===== src/rtl/core/itw_pkg.sv =====
// shared constants and types for the interpolated table waveshaper
// no dependencies
package itw_pkg;

  localparam int DATA_W          = 16;
  localparam int IDX_W           = 10;
  localparam int CFG_W           = 11;
  localparam int FRAC_W          = 14;
  localparam int HALF_W          = CFG_W - 1;
  localparam int POS_W           = HALF_W + DATA_W;
  localparam int JR_W            = POS_W - FRAC_W;
  localparam int PROD_W          = 32;
  localparam int DEF_TABLE_DEPTH = 1024;

  typedef enum logic {
    OP_LOAD  = 1'b0,
    OP_SHAPE = 1'b1
  } op_t;

  typedef struct packed {
    logic valid;
    logic shape;
    logic bypass;
    logic load_ok;
  } stage_ctrl_t;

endpackage


===== src/rtl/core/itw_map.sv =====
// clamp, position multiply and neighbor index stages (three register stages)
// depends on itw_pkg
module itw_map #(
  parameter int TABLE_DEPTH = itw_pkg::DEF_TABLE_DEPTH
) (
  input  logic                                     clk,
  input  logic                                     rst,
  input  logic                                     en,
  input  logic [itw_pkg::CFG_W-1:0]                num_points,
  input  logic                                     in_valid,
  input  logic                                     opcode,
  input  logic [itw_pkg::IDX_W-1:0]                table_index,
  input  logic signed [itw_pkg::DATA_W-1:0]        table_value,
  input  logic signed [itw_pkg::DATA_W-1:0]        sample_in,
  output itw_pkg::stage_ctrl_t                     c3,
  output logic [$clog2(TABLE_DEPTH)-1:0]           j3,
  output logic [$clog2(TABLE_DEPTH)-1:0]           k3,
  output logic [$clog2(TABLE_DEPTH)-1:0]           waddr3,
  output logic [itw_pkg::FRAC_W-1:0]               d3,
  output logic signed [itw_pkg::DATA_W-1:0]        data3
);
  import itw_pkg::*;

  localparam int AW = $clog2(TABLE_DEPTH);
  localparam logic signed [DATA_W:0] POS_ONE = (DATA_W+1)'(1 << FRAC_W);
  localparam logic signed [DATA_W:0] NEG_ONE = -POS_ONE;

  logic [CFG_W-1:0]         n;
  logic [CFG_W-1:0]         last;
  logic [HALF_W-1:0]        half;
  logic signed [DATA_W:0]   xw;
  logic signed [DATA_W:0]   xc;
  logic [JR_W-1:0]          jr;
  logic [JR_W-1:0]          jc;
  logic [JR_W-1:0]          kc;

  stage_ctrl_t              c1, c2;
  logic [DATA_W-1:0]        xo1;
  logic signed [DATA_W-1:0] data1, data2;
  logic [AW-1:0]            addr1, addr2;
  logic [POS_W-1:0]         p2;

  always_comb begin
    if (int'(num_points) > TABLE_DEPTH) begin
      n = CFG_W'(TABLE_DEPTH);
    end else begin
      n = num_points;
    end
    last = n - 1'b1;
    half = n[CFG_W-1:1];
    xw   = {sample_in[DATA_W-1], sample_in};
    if (xw < NEG_ONE) begin
      xc = NEG_ONE;
    end else if (xw > POS_ONE) begin
      xc = POS_ONE;
    end else begin
      xc = xw;
    end
    jr = p2[POS_W-1:FRAC_W];
    jc = (jr > JR_W'(last)) ? JR_W'(last) : jr;
    kc = (jc < JR_W'(last)) ? jc + 1'b1 : JR_W'(last);
  end

  // stage 1: clamp and offset
  always_ff @(posedge clk) begin
    if (rst) begin
      c1 <= '0;
    end else if (en) begin
      c1.valid   <= in_valid;
      c1.shape   <= (op_t'(opcode) == OP_SHAPE);
      c1.bypass  <= (n == '0);
      c1.load_ok <= (int'(table_index) < TABLE_DEPTH);
    end
  end

  always_ff @(posedge clk) begin
    if (en) begin
      xo1   <= DATA_W'(xc + POS_ONE);
      data1 <= (op_t'(opcode) == OP_SHAPE) ? sample_in : table_value;
      addr1 <= AW'(table_index);
    end
  end

  // stage 2: position
  always_ff @(posedge clk) begin
    if (rst) begin
      c2 <= '0;
    end else if (en) begin
      c2 <= c1;
    end
  end

  always_ff @(posedge clk) begin
    if (en) begin
      p2    <= POS_W'(half) * POS_W'(xo1);
      data2 <= data1;
      addr2 <= addr1;
    end
  end

  // stage 3: neighbor indices and fraction
  always_ff @(posedge clk) begin
    if (rst) begin
      c3 <= '0;
    end else if (en) begin
      c3 <= c2;
    end
  end

  always_ff @(posedge clk) begin
    if (en) begin
      j3     <= AW'(jc);
      k3     <= AW'(kc);
      d3     <= p2[FRAC_W-1:0];
      data3  <= data2;
      waddr3 <= addr2;
    end
  end

`ifndef SYNTHESIS
  a_k_not_below_j: assert property (@(posedge clk) disable iff (rst)
    c3.valid && c3.shape && !c3.bypass |-> j3 <= k3)
    else $error("upper neighbor below lower neighbor");
  a_k_adjacent: assert property (@(posedge clk) disable iff (rst)
    c3.valid && c3.shape && !c3.bypass |-> (k3 == j3) || (k3 == j3 + 1'b1))
    else $error("neighbors not adjacent");
  a_k_in_table: assert property (@(posedge clk) disable iff (rst)
    c3.valid && c3.shape && !c3.bypass |-> int'(k3) < TABLE_DEPTH)
    else $error("neighbor index past table end");
`endif

endmodule


===== config.mk =====
export PLATFORM = sky130hd
export DESIGN_NAME = itw_map
export DESIGN_NICKNAME = d
export VERILOG_FILES = /design/src/rtl/core/itw_pkg.sv /design/src/rtl/core/itw_map.sv
export SDC_FILE = /design/constraint.sdc
export NUM_CORES = 1
export LEC_CHECK = 0
export BUFFER_PORTS_ARGS = -buffer_cell sky130_fd_sc_hd__buf_4
export CAP_MARGIN = 20
export CORE_MARGIN = 5
export CORE_UTILIZATION = 60
export DETAILED_ROUTE_END_ITERATION = 7
export GPL_ROUTABILITY_DRIVEN = 0
export HOLD_SLACK_MARGIN = 0.02
export MAX_ROUTING_LAYER = met4
export PLACE_DENSITY = 0.78
export SKIP_LAST_GASP = 1
export SYNTH_ARGS = -nofsm -noshare
export SYNTH_HDL_FRONTEND = slang
export SYNTH_SLANG_ARGS = --single-unit

===== constraint.sdc =====
create_clock -name clk -period 7.5 [get_ports clk]
set_clock_uncertainty 0.2 [all_clocks]
set_input_delay 1.5 -clock clk [delete_from_list [all_inputs] [get_ports clk]]
set_output_delay 1.5 -clock clk [all_outputs]
set_load 0.01 [all_outputs]

* Word level (Yosys, flattened, before mapping)
Cells that the tools add are included.
Widths: inputs -> output; s select.
** Cells by class
- Add/subtract/negate cells :: 3
- Multiply operators :: 1
- Order comparisons :: 5
- Mux-type cells :: 6
- Reductions and logical operators :: 1
** Operators with widths (count)
- $mux 16 :: 3
- $mul 10x16->26 :: 1
- $add 16x16->16 const B :: 1
- $gt 16x16->1 const B :: 1
- $lt 16x15->1 const B :: 1
- $gt 12x11->1 :: 1
- $lt 12x11->1 :: 1
- $mux 12 :: 1
- $gt 11x11->1 const B :: 1
- $logic_not 11->1 :: 1
- $mux 11 :: 1
- $sub 11x1->11 const B :: 1
- $add 10x1->10 const B :: 1
- $mux 10 :: 1
** Storage, ports and cells
- Flip-flop bits (word level) :: 166
- Input bits :: 58
- Output and inout port bits :: 64

* Depth between registers and ports, before layout
- Word-level depth :: 7
- Gate-level depth with buffers :: 29

* Least setup slack after synthesis
No wires, ideal clock.
- Path type :: input-to-reg
- From :: in num_points[10] (netlist name)
- To :: reg p2[22] (data pin)
- Setup time :: 0.269 ns
- Arrival :: 6.612 ns
- Path slack :: 0.418 ns
- Cell stages on the path :: 20
- Buffers on the path :: 3
- Path through :: clkbuf_1 -> clkbuf_1 -> clkbuf_1 -> and2_1 -> fa_1 -> fa_1 -> inv_1 -> fa_1 -> fa_1 -> inv_1 -> fa_1 -> ha_1 -> a21oi_1 -> o21ai_0 -> a21oi_1 -> o21ai_1 -> a211oi_1 -> o31ai_1 -> a211oi_1 -> nor3_1
** Between the ends
- Word-level cells in the longest chain between the ends :: 3
** RTL lines
- from (decl) :: line itw_map.sv:9 : input logic [itw_pkg::CFG_W-1:0] num_points,
- $gt 11x11->1 :: line itw_map.sv:44 : if (int'(num_points) > TABLE_DEPTH) begin
- $mux 11 (*) :: line itw_map.sv:44
- $mul 10x16->26 (*) :: line itw_map.sv:95 : p2 <= POS_W'(half) * POS_W'(xo1);
- to (signal assigned) :: line itw_map.sv:95
- to (decl) :: line itw_map.sv:41 : logic [POS_W-1:0] p2;
Every way passes the cells marked *; elsewhere a longest branch is shown, timed or not.
A chain may end at the register's enable or synchronous reset.

* Worst setup path in the final report
Same ends and word-level chain as after synthesis.

==> flow_summary_export.csv <==
group,metric,value,unit
status,status,"finished, final reports clean",
grt,grt_overflow_total,0,
grt,grt_pass1_wl,39.7,mm
logic_synthesis,synth_area_leaders,"edfxtp_1, fa_1, ha_1, and2_1, inv_1",
final_layout,number_of_nets_in_the_finished_design,1411,
timing,finalMaxSlewViolations,0,
min_path,hold_class,"reg2reg",
final_layout,filler_cell_count,1392,
worst_setup_path,setup_slack_of_the_most_critical_reg_to_reg_path,1380,ps
logic_synthesis,yosys.cell_types.count,63,
logic_synthesis,synth_nets,1281,
worst_setup_path,timing_worst_setup_path_type,"in2reg",
timing,finalWorstPathRequiredPeriod,7160,ps
floorplanning,dieHeight,150,um
floorplanning,num_rows,51,
route,drtIter0Drc,565,
cts,clk_sinks,166,
placement,place.port_buffers,121,
floorplanning,core_area,0.0194,mm^2
worst_setup_path,critical_path_required,7470,ps
route,ant_nets,0,
logic_synthesis,synth.top_cell.area_share,39.2,%
floorplanning,die_width,150,um
timing,tightestPinTransition,1030,ps
worst_setup_path,timing.rr.end,"p2[22]$_DFFE_PP_",
worst_setup_path,worst_setup_path_endpoint,"p2[22]$_DFFE_PP_",
worst_setup_path,timing.critical_path.cells,"buf_4 > nor2b_1 > buf_12 > nand2_1 > fa_1 > inv_1 > fa_1 > inv_1 > fa_1 > inv_1 > fa_1 > inv_1 > fa_1 > inv_1 > ha_1 > nor2_1 > nor2_1 > a21oi_1 > o21ai_1 > a211oi_1 > o31ai_1 > a211oi_1 > nor3_1",
cts,h-tree-depth,4,
grt,gr-usage-all-layers,23.2,%
timing,hold_viol,0,
route,routed_wl,24.5,mm
cts,cts_buffer_depth,2,
power,max-vdd-ir-drop,0.219,mV
route,drcViolationCount,0,
cts,clkLatencyLatePin,430,ps
timing,timing.max_slew.rel_slack,31.4,%
worst_setup_path,reg2regPathDepth,17,
timing,setup_ws,344,ps
logic_synthesis,synth_flop_cell,"edfxtp_1",
cts,cts_tree,"done",
logic_synthesis,synth_area_leader_cell,"edfxtp_1",
timing,setup_viol,0,
placement,detailedPlacementHpwl,18.4,mm
route,routed_wire_length_per_instance,17.1,um
logic_synthesis,synth-seq-cells,166,
grt,number_of_antenna_violations_at_the_first_check_in_global_routing,0,
power,leakage,6.22,nW
logic_synthesis,synth_enable_flop_cells,154,
cts,cts_hold_repair.buffers,0,
logic_synthesis,postSynthAreaPerCell,11.5,um^2
final_layout,syn_to_final_growth,16.3,%
route,drtPass1Iterations,5,
worst_setup_path,critical-path-slowest-cell,"fa_1",
timing,timing.final.crit_share,95.4,%
logic_synthesis,async_flop_share,0,%
floorplanning,io-pin-count,122,
worst_setup_path,critPathLaunchType,"input port",
flow_run,max-cap-violations,0,
timing,grt_setup_unrepaired,"no",
cts,post_cts.repair.setup_buffers,0,
grt,first_global_vias,7992,
worst_setup_path,cp_data_arrival_time,7130,ps
cts,clk_pin_slew_worst_paths,70,ps
worst_setup_path,timing.rr.start,"xo1[0]$_SDFFCE_PP0P_",
timing,setup-tns-final,0,ps
grt,pin_count_of_the_biggest_net_entering_global_routing,108,
route,via_per_inst,5.51,
final_layout,layout-drive-gt1-share,17.8,%
logic_synthesis,synth-warning-count,0,
route,detailroute.via_count,7931,
logic_synthesis,synth_top_cells_by_count,"edfxtp_1, inv_1, nand2_1",
logic_synthesis,syn_area,0.0118,mm^2
power,pwr_density_cell,282,mW/mm^2
logic_synthesis,synth_most_common_cell,"edfxtp_1",
cts,root_buffer,"clkbuf_16",
power,finalPower,3.87,mW
floorplanning,die_area,0.0226,mm^2
final_layout,diodes,0,
worst_setup_path,endpoint_kind,"register",
cts,ctsResizeCount,0,
timing,fmax,140,MHz
placement,pre_cts_ws,1.20,ps
logic_synthesis,synthesis.instances,1031,
floorplanning,initial_utilization,60.9,%
worst_setup_path,critical_path.startpoint,"num_points[10]",
timing,hold-worst-slack,216,ps
worst_setup_path,cp_slowest_stage_delay,530,ps
worst_setup_path,cp_max_fo,27,
logic_synthesis,yosysSeqAreaShare,41.2,%
cts,cts_inserted_buffers,17,
==> metrics by stage <==
step,utilization (%),cells,instance area (um^2)
after detailed placement,67.9,1407,13200
final,70.8,1439,13700
after floorplan,-,1031,11800
after CTS,70.8,1439,13700
after global placement,67.9,1407,13200
after global routing,70.8,1439,13700
==> cell type report <==
| type | count | area [um^2] | area share, % |
|---|---|---|---|
| inverters | 136 | 510 | 3.72 |
| repair buffers | 149 | 1180 | 8.63 |
| multi-input cells | 691 | 6270 | 45.7 |
| well taps | 265 | 332 | 2.41 |
| clock inverters | 14 | 138 | 1.00 |
| flip-flops and latches | 166 | 4860 | 35.4 |
| clock buffers | 18 | 429 | 3.13 |
==> power by group <==
group | total, mW | internal (mW) | switching (mW)
logic | 1.68 | 0.760 | 0.918
clock network | 0.839 | 0.441 | 0.398
registers | 1.36 | 1.26 | 0.0978
==> layout by cell type, fill, tap and decap left out, types with 24 or more instances in the layout <==
cell | synthesis | layout
ha_1 | 82 | 82
mux2i_1 | 24 | 24
inv_1 | 136 | 136
fa_1 | 110 | 110
nor2_1 | 40 | 40
xnor2_1 | 26 | 26
nand2_1 | 120 | 120
a21oi_1 | 34 | 34
and2_1 | 82 | 82
edfxtp_1 | 154 | 154
buf_4 | 0 | 143
==> per-layer routing <==
layer / vias to the layer above / wire length [um] / share of wire, % / GRT usage, %
met3: 41 / 1480 / 6.0 / 4.09
li1: 3720 / - / - / -
met1: 3900 / 10300 / 42 / 30.4
met4: 0 / 465 / 1.9 / 7.82
met5: - / 0 / 0 / -
met2: 270 / 12300 / 50 / 37.2
==> registers in the layout, summed over array words and instances, names as in the netlist <==
register	cells
j3	10
waddr3	10
xo1	16
data3	16
c1	4
k3	10
p2	26
addr2	10
c3	4
d3	14
data2	16
addr1	10
data1	16
c2	4
==> worst min path at each step <==
stage,from,endpoint,slack [ps],cells after the start
3_5_place_dp,addr1[5]$_DFFE_PP_,addr2[5]$_DFFE_PP_,200,0
4_1_cts,p2[9]$_DFFE_PP_,d3[9]$_DFFE_PP_,220,0
6_report,p2[9]$_DFFE_PP_,d3[9]$_DFFE_PP_,220,0
5_1_grt,data2[3]$_DFFE_PP_,data3[3]$_DFFE_PP_,230,0
3_3_place_gp,data1[15]$_DFFE_PP_,data2[15]$_DFFE_PP_,200,0
2_1_floorplan,addr1[0]$_DFFE_PP_,addr2[0]$_DFFE_PP_,200,0
==> logic make-up (layout without fill, tap and decap cells) <==
group / count (synthesis) / count (layout) / synth area share (%)
AND/OR/NAND/NOR: 326 / 326 / 14.1
buffers and inverters: 174 / 317 / 5.67
XOR/XNOR: 30 / 30 / 2.29
adder cells (fa/ha/maj): 192 / 192 / 27.3
multiplexers: 41 / 41 / 3.66
flip-flops: 166 / 166 / 41.2
AO/OA/AOI/OAI: 102 / 102 / 5.79
==> worst max-delay path, delay by kind of cell <==
family	cells	cell delay, ps
adder cells (fa/ha/maj)	6	2870
AND/OR/NAND/NOR	5	670
AO/OA/AOI/OAI	5	1430
buffers and inverters	7	660
(Power assumes the default switching activity.)
