--- config.mk ---
export PLATFORM = sky130hd
export DESIGN_NAME = itw_interp
export DESIGN_NICKNAME = d
export VERILOG_FILES = /design/src/rtl/core/itw_pkg.sv /design/src/rtl/core/itw_interp.sv
export SDC_FILE = /design/constraint.sdc
export NUM_CORES = 1
export LEC_CHECK = 0
export ABC_AREA = 0
export BUFFER_PORTS_ARGS = -buffer_cell sky130_fd_sc_hd__buf_4
export CORE_MARGIN = 2
export CORE_UTILIZATION = 53
export CTS_BUF_LIST = sky130_fd_sc_hd__clkbuf_4
export CTS_CLUSTER_DIAMETER = 40
export DETAILED_ROUTE_END_ITERATION = 8
export GPL_TIMING_DRIVEN = 0
export PLACE_DENSITY_LB_ADDON = 0.15
export SKIP_CTS_REPAIR_TIMING = 1
export SLEW_MARGIN = 10
export SYNTH_ARGS = -nofsm -noshare
export SYNTH_HDL_FRONTEND = slang
export SYNTH_SLANG_ARGS = --single-unit
--- constraint.sdc ---
create_clock -name clk -period 10.6 [get_ports clk]
set_clock_uncertainty 0.05 [all_clocks]
set_input_delay 1.59 -clock clk [delete_from_list [all_inputs] [get_ports clk]]
set_output_delay 1.59 -clock clk [all_outputs]
set_load 0.05 [all_outputs]
--- src/rtl/core/itw_pkg.sv ---
// shared constants and types for the interpolated table waveshaper
// no dependencies
package itw_pkg;

  localparam int DATA_W          = 16;
  localparam int IDX_W           = 10;
  localparam int CFG_W           = 11;
  localparam int FRAC_W          = 14;
  localparam int HALF_W          = CFG_W - 1;
  localparam int POS_W           = HALF_W + DATA_W;
  localparam int JR_W            = POS_W - FRAC_W;
  localparam int PROD_W          = 32;
  localparam int DEF_TABLE_DEPTH = 1024;

  typedef enum logic {
    OP_LOAD  = 1'b0,
    OP_SHAPE = 1'b1
  } op_t;

  typedef struct packed {
    logic valid;
    logic shape;
    logic bypass;
    logic load_ok;
  } stage_ctrl_t;

endpackage

--- src/rtl/core/itw_interp.sv ---
// interpolation multiply stage and output add register
// depends on itw_pkg
module itw_interp (
  input  logic                               clk,
  input  logic                               rst,
  input  logic                               en,
  input  itw_pkg::stage_ctrl_t               c4,
  input  logic signed [itw_pkg::DATA_W-1:0]  t0_4,
  input  logic signed [itw_pkg::DATA_W-1:0]  t1_4,
  input  logic [itw_pkg::FRAC_W-1:0]         d4,
  input  logic signed [itw_pkg::DATA_W-1:0]  data4,
  output logic                               out_valid,
  output logic signed [itw_pkg::DATA_W-1:0]  out_sample
);
  import itw_pkg::*;

  stage_ctrl_t              c5;
  logic signed [DATA_W:0]   diff;
  logic signed [PROD_W-1:0] prod5;
  logic signed [DATA_W-1:0] t0_5;
  logic signed [DATA_W-1:0] data5;
  logic signed [DATA_W-1:0] y;

  assign diff = {t1_4[DATA_W-1], t1_4} - {t0_4[DATA_W-1], t0_4};
  // floored product, result always between the two entries
  assign y    = t0_5 + DATA_W'(prod5 >>> FRAC_W);

  always_ff @(posedge clk) begin
    if (rst) begin
      c5 <= '0;
    end else if (en) begin
      c5 <= c4;
    end
  end

  always_ff @(posedge clk) begin
    if (en) begin
      prod5 <= PROD_W'($signed({1'b0, d4}) * diff);
      t0_5  <= t0_4;
      data5 <= data4;
    end
  end

  always_ff @(posedge clk) begin
    if (rst) begin
      out_valid <= 1'b0;
    end else if (en) begin
      out_valid <= c5.valid;
    end
  end

  always_ff @(posedge clk) begin
    if (en) begin
      out_sample <= c5.bypass ? data5 : y;
    end
  end

endmodule

## Word level (Yosys, flattened, before mapping)

Index checks and enable logic that the tools add are counted.

- Flip-flop bits (word level): 81

- Add/subtract/negate cells: 2
- Multiply operators: 1
- Multiplexer cells: 1

Operators by type and width:

| cell | number |
|---|---|
| $mul A15 B17 Y30 | 1 |
| $sub A16 B16 Y17 | 1 |
| $add A16 B16 Y16 | 1 |
| $mux W16 | 1 |

## Longest topological paths before layout

Gate-level depths: netlist of the first run.

- Depth in word-level cells: 2
- Gate-level depth with buffers: 36

## Worst setup path before layout of the first run

No wires, ideal clock.

- Kind: input to register
- Start: in t1_4[0] (netlist bit)
- End: reg prod5[29] (data pin)
- Arrival: 9000 ps
- Required time: 10282 ps
- Slack: 1283 ps
- Stages on the path: 33
- Buffers on the path: 1
- Cell sequence: inv_1 -> ha_1 -> inv_1 -> fa_1 -> a21o_1 -> a21oi_1 -> nor2b_1 -> o21a_1 -> or2_2 -> a31o_2 -> xor2_1 -> clkbuf_1 -> and2_1 -> fa_1 -> inv_1 -> fa_1 -> inv_1 -> fa_1 -> fa_1 -> fa_1 -> inv_1 -> fa_1 -> inv_1 -> ha_1 -> a211oi_1 -> nor2_1 -> or3_1 -> o22ai_1 -> o31ai_4 -> o21ai_1 -> o311ai_1 -> a21oi_1 -> xnor3_1

- Cells in the longest elaborated chain, start to end: 2

Ends and longest elaborated chain:

| element | RTL line | text |
|---|---|---|
| from (decl) | itw_interp.sv:9 | `input logic signed [itw_pkg::DATA_W-1:0] t1_4,` |
| $sub A16 B16 Y17 | itw_interp.sv:24 | `assign diff = {t1_4[DATA_W-1], t1_4} - {t0_4[DATA_W-1], t0_4};` |
| $mul A15 B17 Y30 | itw_interp.sv:38 | `prod5 <= PROD_W'($signed({1'b0, d4}) * diff);` |
| to (signal assigned) | itw_interp.sv:38 |  |
| to (decl) | itw_interp.sv:19 | `logic signed [PROD_W-1:0] prod5;` |

No other way between the ends.
A chain may end at the register's enable or synchronous reset.

## Worst setup path in the final report of the first run

Same ends and word-level chain as after synthesis.

==> results of run 1 <==
flip-flops by register name (all words and copies together), names as in the netlist:
signal	flops
data5	16
out_sample	16
prod5	16
t0_5	16
c5	2
out_valid	1
layout by cell type, fill, tap and decap left out, types with 26 or more instances in the layout:
| cell type | instances |
|---|---|
| nand2_1 | 114 |
| and2_1 | 140 |
| inv_1 | 251 |
| clkbuf_1 | 33 |
| edfxtp_1 | 64 |
| fa_1 | 218 |
| buf_4 | 80 |
| nor2_1 | 26 |
| ha_1 | 104 |
| xnor2_1 | 33 |
through the flow:
step	setup WS [ns]	util (%)
after global routing	0.0547	59.2
final	0.483	59.2
after floorplan	1.28	-
after global placement	-0.193	58.2
after CTS	0.164	59.1
after detailed placement	-0.250	58.2
area by class of cell:
class,count,share of cell area (%)
inverter,251,7.29
antenna,1,0.0194
tap,280,2.71
multi-input combinational,827,67.4
timing repair buffer,80,4.65
clock buffer,9,0.523
clock inverter,7,0.901
sequential,67,15.3
buffer,39,1.19
logic make-up after synthesis:
kind of cell	Yosys count	share of synthesized area, %
and+or+nand+nor	345	15.3
xor gates and xnor gates	52	3.99
AOI/OAI and AO/OA	103	5.94
muxes	5	0.447
adders and majority gates	322	48.2
DFF	67	16.9
buffers and inverters	290	9.29
path summary, 6_finish.rpt:
kind	depth (start not counted)	slack, ns	start	endpoint
hold / removal	2	0.48	out_valid	out_valid
setup reg to reg	10	7.63	prod5[15]	out_sample[15]
hold reg to reg	2	0.48	out_valid	out_valid
setup / recovery	34	0.48	t1_4[0]	prod5[29]
worst max-delay path, delay by kind of cell:
kind                       cells  cell delay (ns)
and+or+nand+nor                5             0.93
buffers and inverters          8             0.87
adders and majority gates      9             3.59
xor gates and xnor gates       2             0.76
AOI/OAI and AO/OA             10             2.47
metal layers:
layer | track usage (%) | wire, um
met5 | 0 | 19
met4 | 5.11 | 361
met1 | 34.4 | 12100
met3 | 3.32 | 1750
met2 | 41.6 | 13100
==> qor.log, run 1 <==
qor: run_status.status complete, no violations
qor: routing.postRouteWirelength 27.2 mm
qor: place.hpwl 22.7 mm
qor: routing.post_drt_wl_per_cell 17.4 um
qor: global_routing.grt_max_degree 68
qor: global_routing.first_global_vias 8,909
qor: synth.synthArstFlopShare 0%
qor: floorplan.core-area 21,800 sq um
qor: synth.synth_flop_cell edfxtp_1
qor: clock_tree.ctsLongestPathBuffers 2
qor: synth.count_of_mapped_cells_out_of_synthesis 1,184
qor: synth.synth_cell_types 58
qor: sta.final.setup.tns 0 ns
qor: critical_path.cpMostUsedCell fa_1
qor: floorplan.io-pin-count 86
qor: routing.vias 8,216
qor: place.detailed_place.area 12,700 sq um
qor: sta.drv_slew 0
qor: critical_path.critical_path.slowest_cell fa_1
qor: synth.yosysMostFrequentCell inv_1
qor: critical_path.ws_path_type in -> reg
qor: synth.ys_ff_latch 67
qor: routing.vias_per_cell 5.26
qor: worst_hold_path.worst_hold_path_type reg -> reg
qor: sta.fin_worst_hold_slack 0.481 ns
qor: routing.ant_nets 0
qor: final_layout.fill_cells 1,905
qor: clock_tree.cts_inserted_buffers 9
qor: critical_path.slowest_delay 0.50 ns
qor: synth.synthDominantAreaCellType fa_1
qor: floorplan.die_area 23,400 sq um
qor: final_layout.area.growth.synth_to_final 9.84%
qor: sta.max_slew.worst_pin.slew 0.867 ns
qor: place.place_inst 1,544
qor: place.port-buffer-count 80
qor: routing.drc 0
qor: final_layout.finalNonFillerCells 1,561
qor: clock_tree.clk_root_buffer_cell clkbuf_4
qor: final_layout.fin_nets 1,666
qor: synth.ys_top_cells_by_area fa_1, edfxtp_1, ha_1
qor: global_routing.residual_overflow_from_global_routing 0
qor: critical_path.crit_fanout 10
qor: critical_path.worst_ep_required_time 10.71 ns
qor: sta.timing.slew.headroom 42.2%
qor: synth.synth_warnings 0
qor: critical_path.endpoint_kind register
qor: place.gp_congestion 0.881
qor: clock_tree.htree_levels 3
qor: routing.drt_iter0_drc 415
qor: global_routing.grt_pass1_wl 45.4 mm
qor: floorplan.die_y 153 um
qor: synth.synthesized_net_count 1,575
qor: final_layout.drive_gt1_share 9.06%
qor: synth.most_frequent_cells_after_synthesis inv_1, fa_1, and2_1, nand2_1, ha_1
qor: sta.timing.final.hold_violations 0
qor: synth.synth.cell_area 11,800 sq um
qor: synth.synth_edf_count 64
qor: sta.finalCritPeriodShare 95.4%
qor: sta.post_layout_min_period 10.12 ns
qor: sta.report.final.setup_viol 0
qor: final_layout.finish.instance_area 12,900 sq um
qor: global_routing.globalRouteTotalUtil 24.6%
qor: synth.seq_area_frac_synth 16.9%
qor: routing.firstDrtPassIters 5
qor: critical_path.timing.critical_path.arrival 10.22 ns
qor: floorplan.start_util 53.9%
qor: synth.yosysTopAreaCellShare 37.1%
qor: floorplan.die_width 153 um
qor: clock_tree.cts_tree built
qor: sta.rsz0062_at_grt false
qor: critical_path.worstSetupStartpointType input port
qor: sta.max_freq 98.8 MHz
qor: synth.post_synth.cell_area_avg 9.93 sq um
qor: final_layout.register_area 1980 sq um
qor: clock_tree.number_of_sinks_driven_by_the_clock_tree 67
qor: global_routing.antenna_found_initial 2
qor: clock_tree.clkLatencyLatePin 0.41 ns
qor: flow_run.drv.max_cap_violation_count 0
qor: clock_tree.clock_transition_at_the_register_clock_pins_on_the_worst_setup_and_hold_paths_after_cts 0.11 ns
qor: final_layout.multi_input_comb_area 8700 sq um
qor: floorplan.rows 54
Power of run 1 is left out: the tool's default activity adds up to more than one toggle a clock period on the data nets, which glitch-free logic cannot reach.
==> inputs of run 2 (changes only) <==
- CELL_PAD_IN_SITES_DETAIL_PLACEMENT: default -> 1
- CELL_PAD_IN_SITES_GLOBAL_PLACEMENT: default -> 1
- CORE_UTILIZATION: 53 -> 50
==> qor.log, run 2 (synthesized netlist as in run 1, its figures left out) <==
qor: run_status.status complete, no violations
qor: place.port-buffer-count 80
qor: final_layout.register_area 1980 sq um
qor: final_layout.drive_gt1_share 9.69%
qor: global_routing.antenna_found_initial 0
qor: clock_tree.clk_root_buffer_cell clkbuf_4
qor: floorplan.start_util 50.5%
qor: routing.ant_nets 0
qor: sta.rsz0062_at_grt false
qor: critical_path.cpMostUsedCell fa_1
qor: floorplan.io-pin-count 86
qor: final_layout.multi_input_comb_area 8740 sq um
qor: clock_tree.htree_levels 3
qor: floorplan.die_width 157 um
qor: final_layout.final_cell_mix inv_1, fa_1, and2_1
qor: sta.finalCritPeriodShare 95.0%
qor: global_routing.first_global_vias 9,422
qor: routing.post_drt_wl_per_cell 19.5 um
qor: floorplan.die_y 157 um
qor: sta.post_layout_min_period 10.07 ns
qor: flow_run.drv.max_cap_violation_count 0
qor: critical_path.timing.critical_path.arrival 10.19 ns
qor: sta.report.final.setup_viol 0
qor: place.gp_congestion 0.863
qor: critical_path.slowest_delay 0.55 ns
qor: worst_hold_path.worst_hold_path_type reg -> reg
qor: critical_path.crit_fanout 10
qor: place.hpwl 26.5 mm
qor: sta.drv_slew 0
qor: clock_tree.cts_inserted_buffers 9
qor: final_layout.layout.cells.most_common inv_1
qor: final_layout.area.growth.synth_to_final 9.96%
qor: clock_tree.number_of_sinks_driven_by_the_clock_tree 67
qor: final_layout.fill_cells 2,658
qor: critical_path.critical_path.slowest_cell fa_1
qor: routing.vias 8,400
qor: sta.max_slew.worst_pin.slew 0.946 ns
qor: final_layout.number_of_antenna_diodes 0
qor: global_routing.grt_max_degree 68
qor: critical_path.endpoint_kind register
qor: routing.drc 0
qor: critical_path.worst_ep_required_time 10.71 ns
qor: global_routing.grt_pass1_wl 49.6 mm
qor: routing.firstDrtPassIters 4
qor: global_routing.globalRouteTotalUtil 26.5%
qor: critical_path.ws_path_type in -> reg
qor: clock_tree.clkLatencyLatePin 0.43 ns
qor: routing.drt_iter0_drc 426
qor: sta.max_freq 99.3 MHz
qor: floorplan.die_area 24,800 sq um
qor: global_routing.residual_overflow_from_global_routing 0
qor: clock_tree.clock_transition_at_the_register_clock_pins_on_the_worst_setup_and_hold_paths_after_cts 0.10 ns
qor: routing.postRouteWirelength 31.2 mm
qor: sta.timing.final.hold_violations 0
qor: clock_tree.ctsLongestPathBuffers 2
qor: sta.timing.slew.headroom 36.5%
qor: floorplan.rows 56
qor: routing.vias_per_cell 5.25
qor: floorplan.core-area 23,300 sq um
qor: critical_path.worstSetupStartpointType input port
qor: final_layout.fin_nets 1,666
qor: clock_tree.cts_tree built
qor: final_layout.final_util 55.6%
==> run 2: worst max-delay path, delay by kind of cell <==
kind | cells | cell delay (ns)
AND/OR/NAND/NOR | 6 | 1.38
XOR/XNOR | 2 | 0.49
buffers and inverters | 8 | 0.72
adder cells (fa/ha/maj) | 9 | 4.00
AO/OA/AOI/OAI | 9 | 2.00
==> run 2: final cells by class <==
type | count | share of cell area [%]
repair buffers | 80 | 4.64
inverters | 251 | 7.29
clock inverters | 4 | 0.145
plain buffers | 39 | 1.22
multi-input cells | 827 | 67.6
clock buffers | 12 | 0.697
flip-flops and latches | 67 | 15.3
well taps | 319 | 3.09
==> run 2: per-stage QoR <==
step / setup slack [ns] / std cells / setup TNS (ns) / hold slack [ns] / cell area [sq um]
after global routing: 0.0276 / 1599 / 0 / 0.511 / 12900
final: 0.529 / 1599 / 0 / 0.471 / 12900
after CTS: 0.189 / 1599 / 0 / 0.474 / 12900
after detailed placement: -0.233 / 1583 / -0.253 / 0.444 / 12800
after floorplan: 1.28 / 1184 / 0 / 0.410 / 11800
after global placement: -0.0773 / 1583 / -0.0773 / 0.428 / 12800
==> run 2: metal layers <==
metal  part of all wire, %  up-vias  track usage, %
li1                      -     3829               -
met1                    44     4340            34.9
met2                    48      190            45.1
met3                   5.7       41            5.09
met4                   2.3        0            6.67
met5                     0        -               0
==> run 2: final timing paths <==
kind	endpoint	slack, ns	cells after the start	startpoint
setup / recovery	prod5[29]	0.53	34	t1_4[0]
hold / removal	c5[3]	0.47	2	c5[3]
setup reg to reg	out_sample[15]	7.58	10	prod5[15]
hold reg to reg	c5[3]	0.47	2	c5[3]
Power of run 2 is left out for the same reason.
